$ cat src/hw/rtl/mcrp_pkg.sv
// Shared types, codes and constants of the MQTT client receive parser.
`timescale 1ns / 1ps
`default_nettype none

package mcrp_pkg;

  localparam int MAX_LENGTH_BYTES = 4;
  localparam int FIFO_DEPTH       = 4;

  localparam logic [3:0] EV_TOPIC     = 4'd0;
  localparam logic [3:0] EV_PAYLOAD   = 4'd1;
  localparam logic [3:0] EV_PUB_DONE  = 4'd2;
  localparam logic [3:0] EV_SEND_ACK  = 4'd3;
  localparam logic [3:0] EV_CONNECTED = 4'd4;
  localparam logic [3:0] EV_REFUSED   = 4'd5;
  localparam logic [3:0] EV_KEEPALIVE = 4'd6;
  localparam logic [3:0] EV_UNKNOWN   = 4'd7;
  localparam logic [3:0] EV_PARSE_ERR = 4'd8;
  localparam logic [3:0] EV_LEN_ERR   = 4'd9;

  localparam logic [3:0] T_CONNACK  = 4'd2;
  localparam logic [3:0] T_PUBLISH  = 4'd3;
  localparam logic [3:0] T_PUBACK   = 4'd4;
  localparam logic [3:0] T_PUBREL   = 4'd6;
  localparam logic [3:0] T_PUBCOMP  = 4'd7;
  localparam logic [3:0] T_SUBACK   = 4'd9;
  localparam logic [3:0] T_UNSUBACK = 4'd11;
  localparam logic [3:0] T_PINGRESP = 4'd13;

  localparam logic [3:0] ACK_PUBACK  = 4'd4;
  localparam logic [3:0] ACK_PUBREC  = 4'd5;
  localparam logic [3:0] ACK_PUBCOMP = 4'd7;

  typedef struct packed {
    logic [3:0]  ev;
    logic [7:0]  data;
    logic [3:0]  ptype;
    logic [3:0]  flags;
    logic [15:0] mid;
    logic [3:0]  ack;
    logic        last;
  } result_t;

  // Up to two results per byte, in order.
  typedef struct packed {
    logic    v0;
    logic    v1;
    result_t e0;
    result_t e1;
  } push_t;

  function automatic result_t mk_result(logic [3:0] ev, logic [7:0] data,
                                        logic [3:0] ptype, logic [3:0] flags,
                                        logic [15:0] mid, logic [3:0] ack,
                                        logic last);
    result_t r;
    r.ev    = ev;
    r.data  = data;
    r.ptype = ptype;
    r.flags = flags;
    r.mid   = mid;
    r.ack   = ack;
    r.last  = last;
    return r;
  endfunction

endpackage

`default_nettype wire

$ cat src/hw/rtl/mqtt_client_rx_parser.sv
// MQTT client receive parser: top level with the packet state and result queue.
//
// Input channel (in_valid/in_ready): one received byte per transfer, with
// restart. restart=1 drops any partial packet and returns the parser to its
// reset state; that byte gives no result.
// Output channel (out_valid/out_ready): one result per transfer (event_res,
// data_byte, packet_type, packet_flags, message_id, ack_type, last).
// Each byte updates the parser state in the cycle it is taken and places
// zero, one or two results in a four-entry queue; the first result enters
// the queue in the cycle after the byte transfer.
// Throughput: one byte per cycle while the queue holds at most two results;
// in_ready drops when fewer than two entries are free, so a stalled receiver
// holds back the byte stream after at most four queued results.
// An overlong remaining length reports a length error and the parser then
// ignores every byte until restart.
// rst clears the parser state and empties the queue.
`timescale 1ns / 1ps
`default_nettype none

module mqtt_client_rx_parser #(
  parameter int MAX_LENGTH_BYTES = mcrp_pkg::MAX_LENGTH_BYTES
) (
  input  wire         clk,
  input  wire         rst,
  input  wire         in_valid,
  output logic        in_ready,
  input  wire  [7:0]  rx_byte,
  input  wire         restart,
  output logic        out_valid,
  input  wire         out_ready,
  output logic [3:0]  event_res,
  output logic [7:0]  data_byte,
  output logic [3:0]  packet_type,
  output logic [3:0]  packet_flags,
  output logic [15:0] message_id,
  output logic [3:0]  ack_type,
  output logic        last
);

  localparam int LEN_W = 7 * MAX_LENGTH_BYTES;

  typedef enum logic [2:0] {
    PH_IDLE, PH_LEN, PH_BODY, PH_TLEN, PH_TOPIC, PH_MID, PH_PAYLOAD, PH_HALT
  } phase_t;

  phase_t            phase, phase_next;
  logic [3:0]        cur_type, cur_type_next;
  logic [3:0]        cur_flags, cur_flags_next;
  logic [LEN_W-1:0]  bytes_left, bytes_left_next;
  logic [2:0]        len_count, len_count_next;
  logic [15:0]       topic_left, topic_left_next;
  logic [15:0]       held_id, held_id_next;
  logic [1:0]        body_index, body_index_next;
  logic [7:0]        return_code, return_code_next;

  logic              in_fire;
  logic              body_step;
  logic              do_finish;
  logic              r0_valid, r1_valid;
  mcrp_pkg::result_t r0, r1;
  phase_t            after_topic;
  mcrp_pkg::push_t   push;
  mcrp_pkg::result_t head;
  logic              room;

  assign in_fire     = in_valid && in_ready;
  assign in_ready    = room;
  assign after_topic = (cur_flags[2:1] != 2'b00) ? PH_MID : PH_PAYLOAD;

  always_comb begin
    phase_next       = phase;
    cur_type_next    = cur_type;
    cur_flags_next   = cur_flags;
    bytes_left_next  = bytes_left;
    len_count_next   = len_count;
    topic_left_next  = topic_left;
    held_id_next     = held_id;
    body_index_next  = body_index;
    return_code_next = return_code;
    body_step        = 1'b0;
    do_finish        = 1'b0;
    r0_valid         = 1'b0;
    r1_valid         = 1'b0;
    r0               = '0;
    r1               = '0;

    if (in_fire) begin
      if (restart) begin
        phase_next       = PH_IDLE;
        cur_type_next    = '0;
        cur_flags_next   = '0;
        bytes_left_next  = '0;
        len_count_next   = '0;
        topic_left_next  = '0;
        held_id_next     = '0;
        body_index_next  = '0;
        return_code_next = '0;
      end else begin
        case (phase)
          PH_IDLE: begin
            cur_type_next    = rx_byte[7:4];
            cur_flags_next   = rx_byte[3:0];
            bytes_left_next  = '0;
            len_count_next   = '0;
            topic_left_next  = '0;
            held_id_next     = '0;
            body_index_next  = '0;
            return_code_next = '0;
            phase_next       = PH_LEN;
          end
          PH_LEN: begin
            for (int i = 0; i < MAX_LENGTH_BYTES; i++) begin
              if (len_count == 3'(i)) begin
                bytes_left_next[7*i +: 7] = bytes_left[7*i +: 7] | rx_byte[6:0];
              end
            end
            len_count_next = len_count + 3'd1;
            if (rx_byte[7]) begin
              if (len_count_next >= 3'(MAX_LENGTH_BYTES)) begin
                phase_next = PH_HALT;
                r0_valid   = 1'b1;
                r0 = mcrp_pkg::mk_result(mcrp_pkg::EV_LEN_ERR, 8'd0, cur_type,
                                         cur_flags, 16'd0, 4'd0, 1'b1);
              end
            end else begin
              phase_next = (cur_type == mcrp_pkg::T_PUBLISH) ? PH_TLEN : PH_BODY;
              if (bytes_left_next == '0) begin
                do_finish = 1'b1;
              end
            end
          end
          PH_BODY: begin
            body_step = 1'b1;
            if (body_index < 2'd2) begin
              if (cur_type == mcrp_pkg::T_CONNACK && body_index == 2'd1) begin
                return_code_next = rx_byte;
              end
              if (cur_type == mcrp_pkg::T_PUBREL) begin
                held_id_next = {held_id[7:0], rx_byte};
              end
              body_index_next = body_index + 2'd1;
            end
          end
          PH_TLEN: begin
            body_step       = 1'b1;
            topic_left_next = {topic_left[7:0], rx_byte};
            body_index_next = body_index + 2'd1;
            if (body_index_next >= 2'd2) begin
              body_index_next = '0;
              phase_next = (topic_left_next != '0) ? PH_TOPIC : after_topic;
            end
          end
          PH_TOPIC: begin
            body_step       = 1'b1;
            r0_valid        = 1'b1;
            r0 = mcrp_pkg::mk_result(mcrp_pkg::EV_TOPIC, rx_byte, cur_type,
                                     cur_flags, 16'd0, 4'd0, 1'b0);
            topic_left_next = topic_left - 16'd1;
            if (topic_left_next == '0) begin
              phase_next = after_topic;
            end
          end
          PH_MID: begin
            body_step       = 1'b1;
            held_id_next    = {held_id[7:0], rx_byte};
            body_index_next = body_index + 2'd1;
            if (body_index_next >= 2'd2) begin
              r0_valid   = 1'b1;
              r0 = mcrp_pkg::mk_result(mcrp_pkg::EV_SEND_ACK, 8'd0, cur_type,
                                       cur_flags, held_id_next,
                                       cur_flags[1] ? mcrp_pkg::ACK_PUBACK
                                                    : mcrp_pkg::ACK_PUBREC,
                                       1'b0);
              phase_next = PH_PAYLOAD;
            end
          end
          PH_PAYLOAD: begin
            body_step = 1'b1;
            r0_valid  = 1'b1;
            r0 = mcrp_pkg::mk_result(mcrp_pkg::EV_PAYLOAD, rx_byte, cur_type,
                                     cur_flags, 16'd0, 4'd0, 1'b0);
          end
          default: ;
        endcase

        if (body_step) begin
          if (bytes_left != '0) begin
            bytes_left_next = bytes_left - LEN_W'(1);
          end
          if (bytes_left_next == '0) begin
            do_finish = 1'b1;
          end
        end

        // End of packet: report by type, judged on the updated body state.
        if (do_finish) begin
          r1_valid = 1'b1;
          case (cur_type)
            mcrp_pkg::T_CONNACK: begin
              if (body_index_next < 2'd2) begin
                r1.ev = mcrp_pkg::EV_PARSE_ERR;
              end else if (return_code_next == 8'd0) begin
                r1.ev = mcrp_pkg::EV_CONNECTED;
              end else begin
                r1.ev   = mcrp_pkg::EV_REFUSED;
                r1.data = return_code_next;
              end
            end
            mcrp_pkg::T_PUBLISH: begin
              if (phase_next != PH_PAYLOAD) begin
                r1.ev = mcrp_pkg::EV_PARSE_ERR;
              end else begin
                r1.ev  = mcrp_pkg::EV_PUB_DONE;
                r1.mid = held_id_next;
              end
            end
            mcrp_pkg::T_PUBREL: begin
              if (body_index_next < 2'd2) begin
                r1.ev = mcrp_pkg::EV_PARSE_ERR;
              end else begin
                r1.ev  = mcrp_pkg::EV_SEND_ACK;
                r1.mid = held_id_next;
                r1.ack = mcrp_pkg::ACK_PUBCOMP;
              end
            end
            mcrp_pkg::T_PINGRESP: r1.ev = mcrp_pkg::EV_KEEPALIVE;
            mcrp_pkg::T_PUBACK, mcrp_pkg::T_PUBCOMP,
            mcrp_pkg::T_SUBACK, mcrp_pkg::T_UNSUBACK: r1_valid = 1'b0;
            default: r1.ev = mcrp_pkg::EV_UNKNOWN;
          endcase
          r1.ptype   = cur_type;
          r1.flags   = cur_flags;
          r1.last    = 1'b1;
          phase_next = PH_IDLE;
        end
      end
    end
  end

  always_ff @(posedge clk) begin
    if (rst) begin
      phase       <= PH_IDLE;
      cur_type    <= '0;
      cur_flags   <= '0;
      bytes_left  <= '0;
      len_count   <= '0;
      topic_left  <= '0;
      held_id     <= '0;
      body_index  <= '0;
      return_code <= '0;
    end else begin
      phase       <= phase_next;
      cur_type    <= cur_type_next;
      cur_flags   <= cur_flags_next;
      bytes_left  <= bytes_left_next;
      len_count   <= len_count_next;
      topic_left  <= topic_left_next;
      held_id     <= held_id_next;
      body_index  <= body_index_next;
      return_code <= return_code_next;
    end
  end

  always_comb begin
    push.v0 = r0_valid || r1_valid;
    push.v1 = r0_valid && r1_valid;
    push.e0 = r0_valid ? r0 : r1;
    push.e1 = r1;
  end

  mcrp_result_fifo u_fifo (
    .clk       (clk),
    .rst       (rst),
    .push      (push),
    .room      (room),
    .out_valid (out_valid),
    .out_ready (out_ready),
    .head      (head)
  );

  assign event_res    = head.ev;
  assign data_byte    = head.data;
  assign packet_type  = head.ptype;
  assign packet_flags = head.flags;
  assign message_id   = head.mid;
  assign ack_type     = head.ack;
  assign last         = head.last;

endmodule

`default_nettype wire

$ cat src/hw/rtl/mcrp_result_fifo.sv
// Small result queue: takes up to two results per cycle, gives one per transfer.
`timescale 1ns / 1ps
`default_nettype none

module mcrp_result_fifo (
  input  wire                    clk,
  input  wire                    rst,
  input  mcrp_pkg::push_t        push,
  output logic                   room,
  output logic                   out_valid,
  input  wire                    out_ready,
  output mcrp_pkg::result_t      head
);

  // Depth must be a power of two.
  localparam int DEPTH = mcrp_pkg::FIFO_DEPTH;
  localparam int PTR_W = $clog2(DEPTH);
  localparam int CNT_W = $clog2(DEPTH + 1);

  mcrp_pkg::result_t entries [DEPTH];
  logic [PTR_W-1:0] wr_ptr;
  logic [PTR_W-1:0] rd_ptr;
  logic [CNT_W-1:0] count;
  logic [CNT_W-1:0] count_next;
  logic             pop;

  assign out_valid = (count != '0);
  assign head      = entries[rd_ptr];
  assign room      = (count <= CNT_W'(DEPTH - 2));
  assign pop       = out_valid && out_ready;

  always_comb begin
    count_next = count + CNT_W'(push.v0) + CNT_W'(push.v1) - CNT_W'(pop);
  end

  always_ff @(posedge clk) begin
    if (rst) begin
      wr_ptr <= '0;
      rd_ptr <= '0;
      count  <= '0;
    end else begin
      count <= count_next;
      if (pop) begin
        rd_ptr <= rd_ptr + PTR_W'(1);
      end
      if (push.v0 && push.v1) begin
        wr_ptr <= wr_ptr + PTR_W'(2);
      end else if (push.v0) begin
        wr_ptr <= wr_ptr + PTR_W'(1);
      end
    end
  end

  always_ff @(posedge clk) begin
    if (push.v0) begin
      entries[wr_ptr] <= push.e0;
    end
    if (push.v1) begin
      entries[wr_ptr + PTR_W'(1)] <= push.e1;
    end
  end

endmodule

`default_nettype wire

$ cat config.mk
export PLATFORM = sky130hd
export DESIGN_NAME = mqtt_client_rx_parser
export DESIGN_NICKNAME = d
export VERILOG_FILES = /design/src/hw/rtl/mcrp_pkg.sv /design/src/hw/rtl/mqtt_client_rx_parser.sv /design/src/hw/rtl/mcrp_result_fifo.sv
export SDC_FILE = /design/constraint.sdc
export NUM_CORES = 1
export LEC_CHECK = 0
export BUFFER_PORTS_ARGS = -buffer_cell sky130_fd_sc_hd__buf_2
export CORE_MARGIN = 10
export CORE_UTILIZATION = 30
export CTS_CLUSTER_DIAMETER = 50
export DETAILED_ROUTE_END_ITERATION = 12
export GPL_ROUTABILITY_DRIVEN = 0
export GPL_TIMING_DRIVEN = 0
export SLEW_MARGIN = 20
export SYNTH_ARGS = -nofsm -noshare
export SYNTH_HDL_FRONTEND = slang
export SYNTH_SLANG_ARGS = --single-unit
export TNS_END_PERCENT = 100
$ cat constraint.sdc
create_clock -name clk -period 7 [get_ports clk]
set_input_delay 1.05 -clock clk [delete_from_list [all_inputs] [get_ports clk]]
set_output_delay 1.05 -clock clk [all_outputs]
set_load 0.005 [all_outputs]
==> out/results.tsv, run 1 <==
metric	value	unit
dp_cells	2207	
ys_seq_area_share	46.2	%
crit_family	compound AO/OA/AOI/OAI gates	
grt-ovfl-total	0	
finClkSkew	0.0309	ns
yosys.area_share.simple	18.2	%
synth_ff_type	edfxtp_1	
worst_setup_path_end_kind	flop	
crit_start	bytes_left[0]	
synth_cells	1532	
coreArea	47600	um2
antenna_found_initial	2	
clock_path_buffers	3	
fmax	152	MHz
grt_pass1_vias	12900	
finalCriticalPeriod	6.57	ns
die_w	239	um
synthesis.area	14400	um2
reg2reg_depth	19	
grt_pass1_wl	77400	um
drtIter0Drc	1585	
cp.arrival	6.82	ns
hp-start	held_id[14]	
min_path_cells	2	
tns	0	ns
track_usage	17.4	%
rr_startpoint	bytes_left[0]	
grt_max_degree	20	
initial_core_util	30.3	%
finalSetupViolCount	0	
p_leak	5.44	nW
synth_fp_nets	1567	
root_buffer	clkbuf_16	
cts-hold-fix-buffers	0	
pwr_density_cell	273	nW/um2
tritoncts	built	
drt_first_pass_iters	6	
drt_wl_total	50800	um
path_buf_inv	4	
slew_violations	0	
n_antenna_cell	0	
clock_latency	0.56	ns
nNetsFinal	1664	
path_depth	19	
viasPerCell	5.87	
post-route-drc-count	0	
slew_headroom	23.4	%
ys.warnings.count	0	
die_area	57300	um2
postSynth.asyncResetShare	0	%
htree_levels	2	
clkTransAtPathRegs	0.06	ns
cap_viol_max_count	0	
required	7.25	ns
vias	13300	
synth.distinct_cells	79	
drive_gt1_share	13.2	%
cts_num_sinks	253	
synth_compound_area_share	20.1	%
wl_per_cell	22.4	um
rsz0062_at_grt	no	
synth_mux_area_share	7.22	%
crit_chain	inv_1, ha_1, nor4b_4, nand2_1, nor4_1, a211oi_2, o311ai_2, a2111oi_0, a41oi_1, buf_2, a2111oi_1, ha_2, nand2_1, inv_1, o21ai_1, a21oi_1, a31oi_2, buf_2, o22ai_1	
fin_crit_sh	93.8	%
preCtsSetupSlack	-0.109	ns
synth_edf_count	160	
portBuffers	50	
synth_seq_cells	253	
syn_avg_cell_area	9.42	um2
critical_path.max_stage_delay	0.62	ns
synth_top_family_by_area	compound AO/OA/AOI/OAI gates	
crit_type	flop to flop	
rows	80	
setup_slack	0.432	ns
synth_fa_ha_area_share	2.01	%
hpwlAfterDp	36000	um
area_delta_synth_final	18.0	%
crit_path_start_kind	flop	
critPathSlowestCell	o311ai_2	
hold_path_class	flop to flop	
dieHeight	239	um
numCtsBuffers	35	
ios	56	
final_hold_viol_count	0	
tightest_slew	1.15	ns
crit_path_max_fanout	10	
synthXorXnorAreaFrac	1.64	%
ir_drop	0.000122	V
antenna_left	0	
fin_cells	2268	
outcome	finished clean	
## Yosys cell counts, drive strengths merged (20+ instances only)
cell type	instances	area [um2]
a21oi	117	586
nor4	30	230
o31ai	58	435
nor2	147	552
dfxtp	93	1860
edfxtp	160	4800
nand3	47	235
o21ai	121	606
buf	31	144
inv	31	116
nand2	178	668
clkbuf	106	399
ha	20	250
nor3	56	290
a22oi	53	398
mux4	40	901
## per-layer routing
layer | track usage (%) | wire [um] | vias to the layer above
met5 | 0 | 27 | -
met1 | 22.7 | 21000 | 6410
met2 | 26.8 | 22500 | 789
met4 | 7.41 | 1920 | 4
li1 | - | - | 5956
met3 | 4.29 | 5400 | 144
## cell usage in the layout (no fill, tap or decap), drive strengths merged, types with 11 or more instances in the layout
cell	n
dfxtp	93
a21oi	117
clkinv	11
inv	34
a31oi	14
mux2i	13
o31ai	58
nand2	178
edfxtp	160
ha	20
nor2b	12
a22o	17
nor4	30
nor3	56
nand3	47
xnor2	13
o21ai	121
xor2	14
clkbuf	145
a22oi	53
buf	91
nor2	147
mux4	40
## worst min-delay path, cell delays in order, from the launching register on
cell and delay [ns]:
dfxtp_1 0.31, nand2_1 0.05, a21oi_1 0.05
## final cells by class
class	count	area [um2]
multi-input cells	1110	7260
inverters	32	120
plain buffers	137	543
fillers	4786	30600
clock inverters	22	285
well taps	615	769
flip-flops and latches	253	6670
clock buffers	39	901
repair buffers	60	485
## sequential cells by signal (all words and copies together) (netlist names), named ones only
name	cells
cur_flags	4
u_fifo.count	3
phase	3
u_fifo.rd_ptr	2
u_fifo.entries	160
return_code	8
topic_left	16
cur_type	4
body_index	2
held_id	16
bytes_left	28
u_fifo.wr_ptr	2
len_count	3
## kinds of logic after synthesis
family / count (synthesis)
mux: 54
simple gates: 549
flops: 253
xor+xnor: 27
buf+inv: 169
other cells: 1
compound gates: 457
fa+ha+maj: 22
## power breakdown
part / switching [W] / leakage (nW) / internal (W)
sequential: 0.0000194 / 2.22 / 0.00159
clock: 0.000705 / 0.567 / 0.00112
combinational: 0.000784 / 2.66 / 0.000428
## final timing paths
path / to / slack (ns)
worst max-delay path: u_fifo.entries[1][12] / 0.43
worst min-delay path: held_id[14] / 0.46
worst max register to register: u_fifo.entries[1][12] / 0.43
worst min register to register: held_id[14] / 0.46
## metrics by stage
step	power (W)	hold WS [ns]	cell area [um2]	util, %
after detailed placement	0.00283	0.455	15800	33.1
after global routing	0.00483	0.509	17000	35.7
after floorplan	0.00239	0.436	14400	-
after global placement	0.00281	0.446	15500	32.4
after CTS	0.00465	0.462	17000	35.6
final	0.00465	0.465	17000	35.7
## timing repair
action,4_1_cts,5_1_grt
endpoints found under the setup margin,37,63
resized for setup,1,7
buffers inserted,0,0
endpoints found under the hold margin,0,0
Power figures use the tool's default switching activity.
==> run 2, diff against run 1 <==
--- a/config.mk
+++ b/config.mk
@@ -5,6 +5,7 @@
 export SDC_FILE = /design/constraint.sdc
 export NUM_CORES = 1
 export LEC_CHECK = 0
+export ABC_AREA = 1
 export BUFFER_PORTS_ARGS = -buffer_cell sky130_fd_sc_hd__buf_2
 export CORE_MARGIN = 10
 export CORE_UTILIZATION = 30
==> out/results.tsv, run 2 <==
metric	value	unit
outcome	finished clean	
die_area	61500	um2
rr_startpoint	len_count[0]	
regMostFlops	u_fifo.entries	
antenna_found_initial	0	
drive_gt1_share	8.98	%
setup_slack	1.28	ns
synth_cells	2171	
worst_setup_path_end_kind	flop	
reg2reg_depth	23	
fin_cells	2973	
clkTransAtPathRegs	0.05	ns
crit_path_max_fanout	20	
grt_most_used_layer	met2	
synthesis.area	15600	um2
slew_headroom	29.5	%
dp_cells	2906	
synth_seq_cells	253	
viasPerCell	5.45	
slew_violations	0	
nFillCells	5475	
cts-hold-fix-buffers	0	
crit_path_start_kind	input port	
pwr_density_cell	276	nW/um2
rsz0062_at_grt	no	
finClkSkew	0.0379	ns
multi_input_comb_area	7670	um2
postSynth.asyncResetShare	0	%
holdWs	0.469	ns
largest_register_ffs	160	
area_delta_synth_final	16.6	%
min_path_cells	2	
tightest_slew	1.05	ns
hold_path_class	flop to flop	
synth.distinct_cells	47	
tritoncts	built	
synthTopCellsByArea	edfxtp_1, nand2_1, dfxtp_1, nor2_1, o21ai_0	
grt_pass1_vias	15200	
hp-start	held_id[12]	
yosys.area.top_type	edfxtp_1	
ys.warnings.count	0	
cap_viol_max_count	0	
synth_most_common_cell	nand2_1	
post-route-drc-count	0	
root_buffer	clkbuf_16	
htree_levels	2	
ctsResizeCount	0	
die_w	248	um
postCtsSetupBuffers	0	
grt_pass1_wl	87400	um
rows	83	
clock_latency	0.58	ns
initial_core_util	30.3	%
n_antenna_cell	0	
wl_per_cell	19.3	um
finalCriticalPeriod	5.72	ns
drtIter0Drc	2024	
synth_fp_nets	2206	
reg2reg_to	u_fifo.entries[2][31]	
drt_wl_total	57300	um
synth_edf_count	160	
ios	56	
hold_end	held_id[12]	
hpwlAfterDp	42600	um
use_met1	24.1	%
nNetsFinal	2300	
grtUsageMet3	4.11	%
ir_drop	0.000168	V
synth_ff_type	edfxtp_1	
layout_common_cells	nand2_1, nor2_1, o21ai_0	
crit_type	input port to flop	
p_leak	7.00	nW
antenna_left	0	
cts_num_sinks	253	
cp.arrival	6.04	ns
mostFrequentLayoutCell	nand2_1	
track_usage	18.2	%
dieHeight	248	um
clock_path_buffers	3	
required	7.32	ns
fin_crit_sh	81.7	%
synth.top_cell.area_share	30.8	%
grt-ovfl-total	0	
grt_use_met2	28.7	%
finalSetupViolCount	0	
fin_total_pwr	0.00502	W
ys_seq_area_share	42.8	%
portBuffers	47	
preCtsSetupSlack	0.957	ns
final_hold_viol_count	0	
numCtsBuffers	37	
rrSetupSlack	1.49	ns
vias	16200	
seqCellArea	6670	um2
grt_max_degree	21	
final_cell_area	18200	um2
fmax	175	MHz
place_area	16900	um2
drt_first_pass_iters	8	
syn_avg_cell_area	7.18	um2
synth_common_cells	nand2_1, nor2_1, o21ai_0	
coreArea	51400	um2
reg.largest.list	u_fifo.entries x160, bytes_left x28	
## run 2: changes by cell type after synthesis, moves of 40 or more
cell,previous run,this run
nor2_1,147,282
mux4_2,40,0
nand4_1,10,89
a21oi_1,117,170
inv_1,31,172
o31ai_1,58,4
a22oi_1,53,0
o22ai_1,10,51
o21ai_0,114,182
nand2_1,178,587
## run 2: critical path, stage by stage
cell and delay (ns):
clkbuf_1 0.62, inv_1 0.42, o21ai_0 0.32, nand2_1 0.15, o21ai_1 0.23, nor2_1 0.06
nand2_1 0.08, nor2_1 0.04, nand3_1 0.11, nor2_2 0.10, o21ai_2 0.41, nor2_1 0.13
ha_1 0.27, clkbuf_1 0.17, nand2_1 0.14, clkbuf_1 0.46, clkbuf_1 0.52, o21ai_4 0.29
buf_16 0.24, buf_16 0.17
## run 2: layout make-up
cell class | count | share of cell area [%]
inverter | 188 | 3.88
timing repair buffer | 55 | 2.50
buffer | 119 | 3.24
tap | 680 | 4.68
sequential | 253 | 36.7
multi-input combinational | 1611 | 42.2
clock inverter | 24 | 1.55
clock buffer | 43 | 5.27
## run 2: worst max-delay path by stage
| stage | slack [ns] | start | cells after the start | endpoint |
|---|---|---|---|---|
| after floorplan | 1.0 | rx_byte[5] | 17 | u_fifo.entries[0][0] |
| after global placement | -2.42 | rx_byte[1] | 15 | u_fifo.entries[0][24] |
| after detailed placement | 0.96 | rx_byte[1] | 20 | u_fifo.entries[2][21] |
| after CTS | 1.55 | rx_byte[1] | 20 | u_fifo.entries[2][31] |
| after global routing | 1.11 | rx_byte[1] | 20 | u_fifo.entries[2][31] |
| final | 1.28 | rx_byte[1] | 20 | u_fifo.entries[2][31] |
## run 2: metrics by stage
step / TNS, ns / util (%)
finish: 0 / 35.4
global route: 0 / 35.4
CTS: 0 / 35.4
detailed placement: 0 / 33.0
global placement: -367.16 / 32.4
floorplan: 0 / -
## run 2: cell families after synthesis
group	count (synthesis)	synth area share (%)
flip-flops	253	42.8
buffers and inverters	307	8.31
adder cells (fa/ha/maj)	22	1.86
other	1	0.0241
multiplexers	1	0.0722
AO/OA/AOI/OAI	479	16.7
AND/OR/NAND/NOR	1101	29.9
XOR/XNOR	7	0.393
## run 2: power by group
group | total, W | switching (W) | internal (W)
registers | 0.00165 | 0.0000369 | 0.00162
logic | 0.00151 | 0.00110 | 0.000409
clock network | 0.00186 | 0.000745 | 0.00112
## run 2: metal layers
layer / vias to the layer above / routed length [um]
met1: 7579 / 23300
met3: 143 / 6440
li1: 7542 / -
met2: 937 / 25800
met4: 0 / 1790
met5: - / 0
==> run 3, diff against run 2 <==
==> constraint.sdc (replaced) <==
create_clock -name clk -period 4.8 [get_ports clk]
set_input_delay 0.72 -clock clk [delete_from_list [all_inputs] [get_ports clk]]
set_output_delay 0.72 -clock clk [all_outputs]
set_load 0.005 [all_outputs]
==> out/results.tsv, run 3 (synthesis results as in run 2) <==
metric	value	unit
area_delta_synth_final	17.4	%
wl_per_cell	19.2	um
nNetsFinal	2304	
outcome	finished clean	
drt_wl_total	57300	um
slew_headroom	29.1	%
die_w	248	um
drive_gt1_share	10.3	%
rows	83	
critical_path.max_stage_delay	0.34	ns
required	5.11	ns
crit_path_start_kind	flop	
tightest_slew	1.06	ns
n_antenna_cell	0	
cts_num_sinks	253	
antenna_left	0	
clock_path_buffers	3	
tritoncts	built	
cap_viol_max_count	0	
path_buf_inv	7	
layout_common_cells	nand2_1, nor2_1, o21ai_0	
critPathSlowestCell	clkbuf_2	
ir_drop	0.000246	V
holdWs	0.469	ns
crit_family	simple AND/OR/NAND/NOR gates	
min_path_cells	2	
fin_total_pwr	0.00735	W
numCtsBuffers	37	
finalSetupViolCount	0	
cp.arrival	4.85	ns
crit_path_max_fanout	10	
p_leak	7.07	nW
clock_latency	0.58	ns
grt_pass1_wl	87500	um
crit_type	flop to flop	
tns	0	ns
grt-ovfl-total	0	
viasPerCell	5.46	
dieHeight	248	um
hpwlAfterDp	42600	um
portBuffers	47	
fin_crit_sh	94.6	%
reg2reg_to	u_fifo.entries[0][31]	
coreArea	51400	um2
hp-start	return_code[5]	
fin_cells	2977	
crit_top_cell	nand2_2	
root_buffer	clkbuf_16	
dp_cells	2906	
hold_end	return_code[5]	
largest_register_ffs	160	
crit_chain	inv_2, ha_4, nand2_4, nor2_8, nand2_2, inv_2, nand2_2, buf_6, a21oi_1, nand2_1, nor2_1, nand3_1, nor2_4, o21ai_4, nor2_2, ha_1, clkbuf_2, nand2_2, inv_1, nor2_1, inv_1, clkbuf_2, o21ai_1	
regMostFlops	u_fifo.entries	
vias	16300	
htree_levels	2	
rsz0062_at_grt	no	
clkTransAtPathRegs	0.06	ns
grt_max_degree	21	
fmax	220	MHz
finalCriticalPeriod	4.54	ns
final_hold_viol_count	0	
reg2reg_depth	23	
antenna_found_initial	0	
pwr_density_cell	401	nW/um2
grt_pass1_vias	15200	
worst_setup_path_end_kind	flop	
drt_first_pass_iters	8	
drtIter0Drc	1964	
rr_startpoint	bytes_left[0]	
post-route-drc-count	0	
finClkSkew	0.0380	ns
ios	56	
rrSetupSlack	0.26	ns
hold_path_class	flop to flop	
slew_violations	0	
mostFrequentLayoutCell	nand2_1	
initial_core_util	30.3	%
track_usage	18.2	%
reg.largest.list	u_fifo.entries x160, bytes_left x28	
die_area	61500	um2
==> run 3: changes by cell type in the layout (fill, tap and decap cells not counted), moves of 4 or more <==
| cell | change |
|---|---|
| nor2_1 | -4 |
| buf_4 | +5 |
| clkbuf_1 | -16 |
| clkbuf_2 | +11 |
| nor2_4 | +4 |
==> run 3: worst max path at each step <==
stage                     cells after the start            from                    end
final                                        23   bytes_left[0]  u_fifo.entries[0][31]
after global routing                         24  bytes_left[14]        u_fifo.count[2]
after CTS                                    23   bytes_left[0]        u_fifo.count[2]
after detailed placement                     20      rx_byte[1]  u_fifo.entries[2][21]
after global placement                       15      rx_byte[1]  u_fifo.entries[0][24]
after floorplan                              18   bytes_left[0]   u_fifo.entries[0][0]
==> run 3: worst min-delay path, delay by kind of cell, from the launching register on <==
kind	cells	cell delay, ns
DFF	1	0.31
and+or+nand+nor	1	0.06
AOI/OAI and AO/OA	1	0.05
==> run 3: through the flow <==
| step | cell area (um2) | setup WS, ns | util, % |
|---|---|---|---|
| 6_report | 18300 | 0.258 | 35.6 |
| 5_1_grt | 18300 | 0.0835 | 35.6 |
| 2_1_floorplan | 15600 | -0.968 | - |
| 3_5_place_dp | 16900 | -0.913 | 33.0 |
| 3_3_place_gp | 16700 | -4.29 | 32.4 |
| 4_1_cts | 18200 | 0.0301 | 35.5 |
==> run 3: cell type report <==
| type | count | area [um2] |
|---|---|---|
| Clock buffer | 43 | 958 |
| Buffer | 118 | 609 |
| Clock inverter | 24 | 282 |
| Fill cell | 5462 | 33100 |
| Inverter | 188 | 706 |
| Sequential cell | 253 | 6670 |
| Timing Repair Buffer | 60 | 493 |
| Tap cell | 680 | 851 |
| Multi-Input combinational cell | 1611 | 7740 |
==> run 3: layer usage <==
metal  track usage (%)  share of wire (%)  routed length, um  vias up
met5                 0                  0                  0        -
met4              6.11                3.0               1730        0
met3              3.96                 11               6510      143
met2              28.8                 45              25800      999
met1              24.1                 41              23300     7569
li1                  -                  -                  -     7552
==> run 3: power by group <==
| part | switching (W) | total [W] | internal (W) | leakage, nW |
|---|---|---|---|---|
| clock network | 0.00109 | 0.00272 | 0.00163 | 0.600 |
| logic | 0.00162 | 0.00222 | 0.000602 | 4.45 |
| registers | 0.0000550 | 0.00241 | 0.00236 | 2.02 |
==> run 3: repair_timing <==
item | CTS | global route
hold endpoints to repair | 0 | 0
endpoints found under the setup margin | 232 | 262
setup buffers | 2 | 3
hold buffers | 0 | 0
gates resized for setup | 20 | 20
pin swaps | 0 | 2
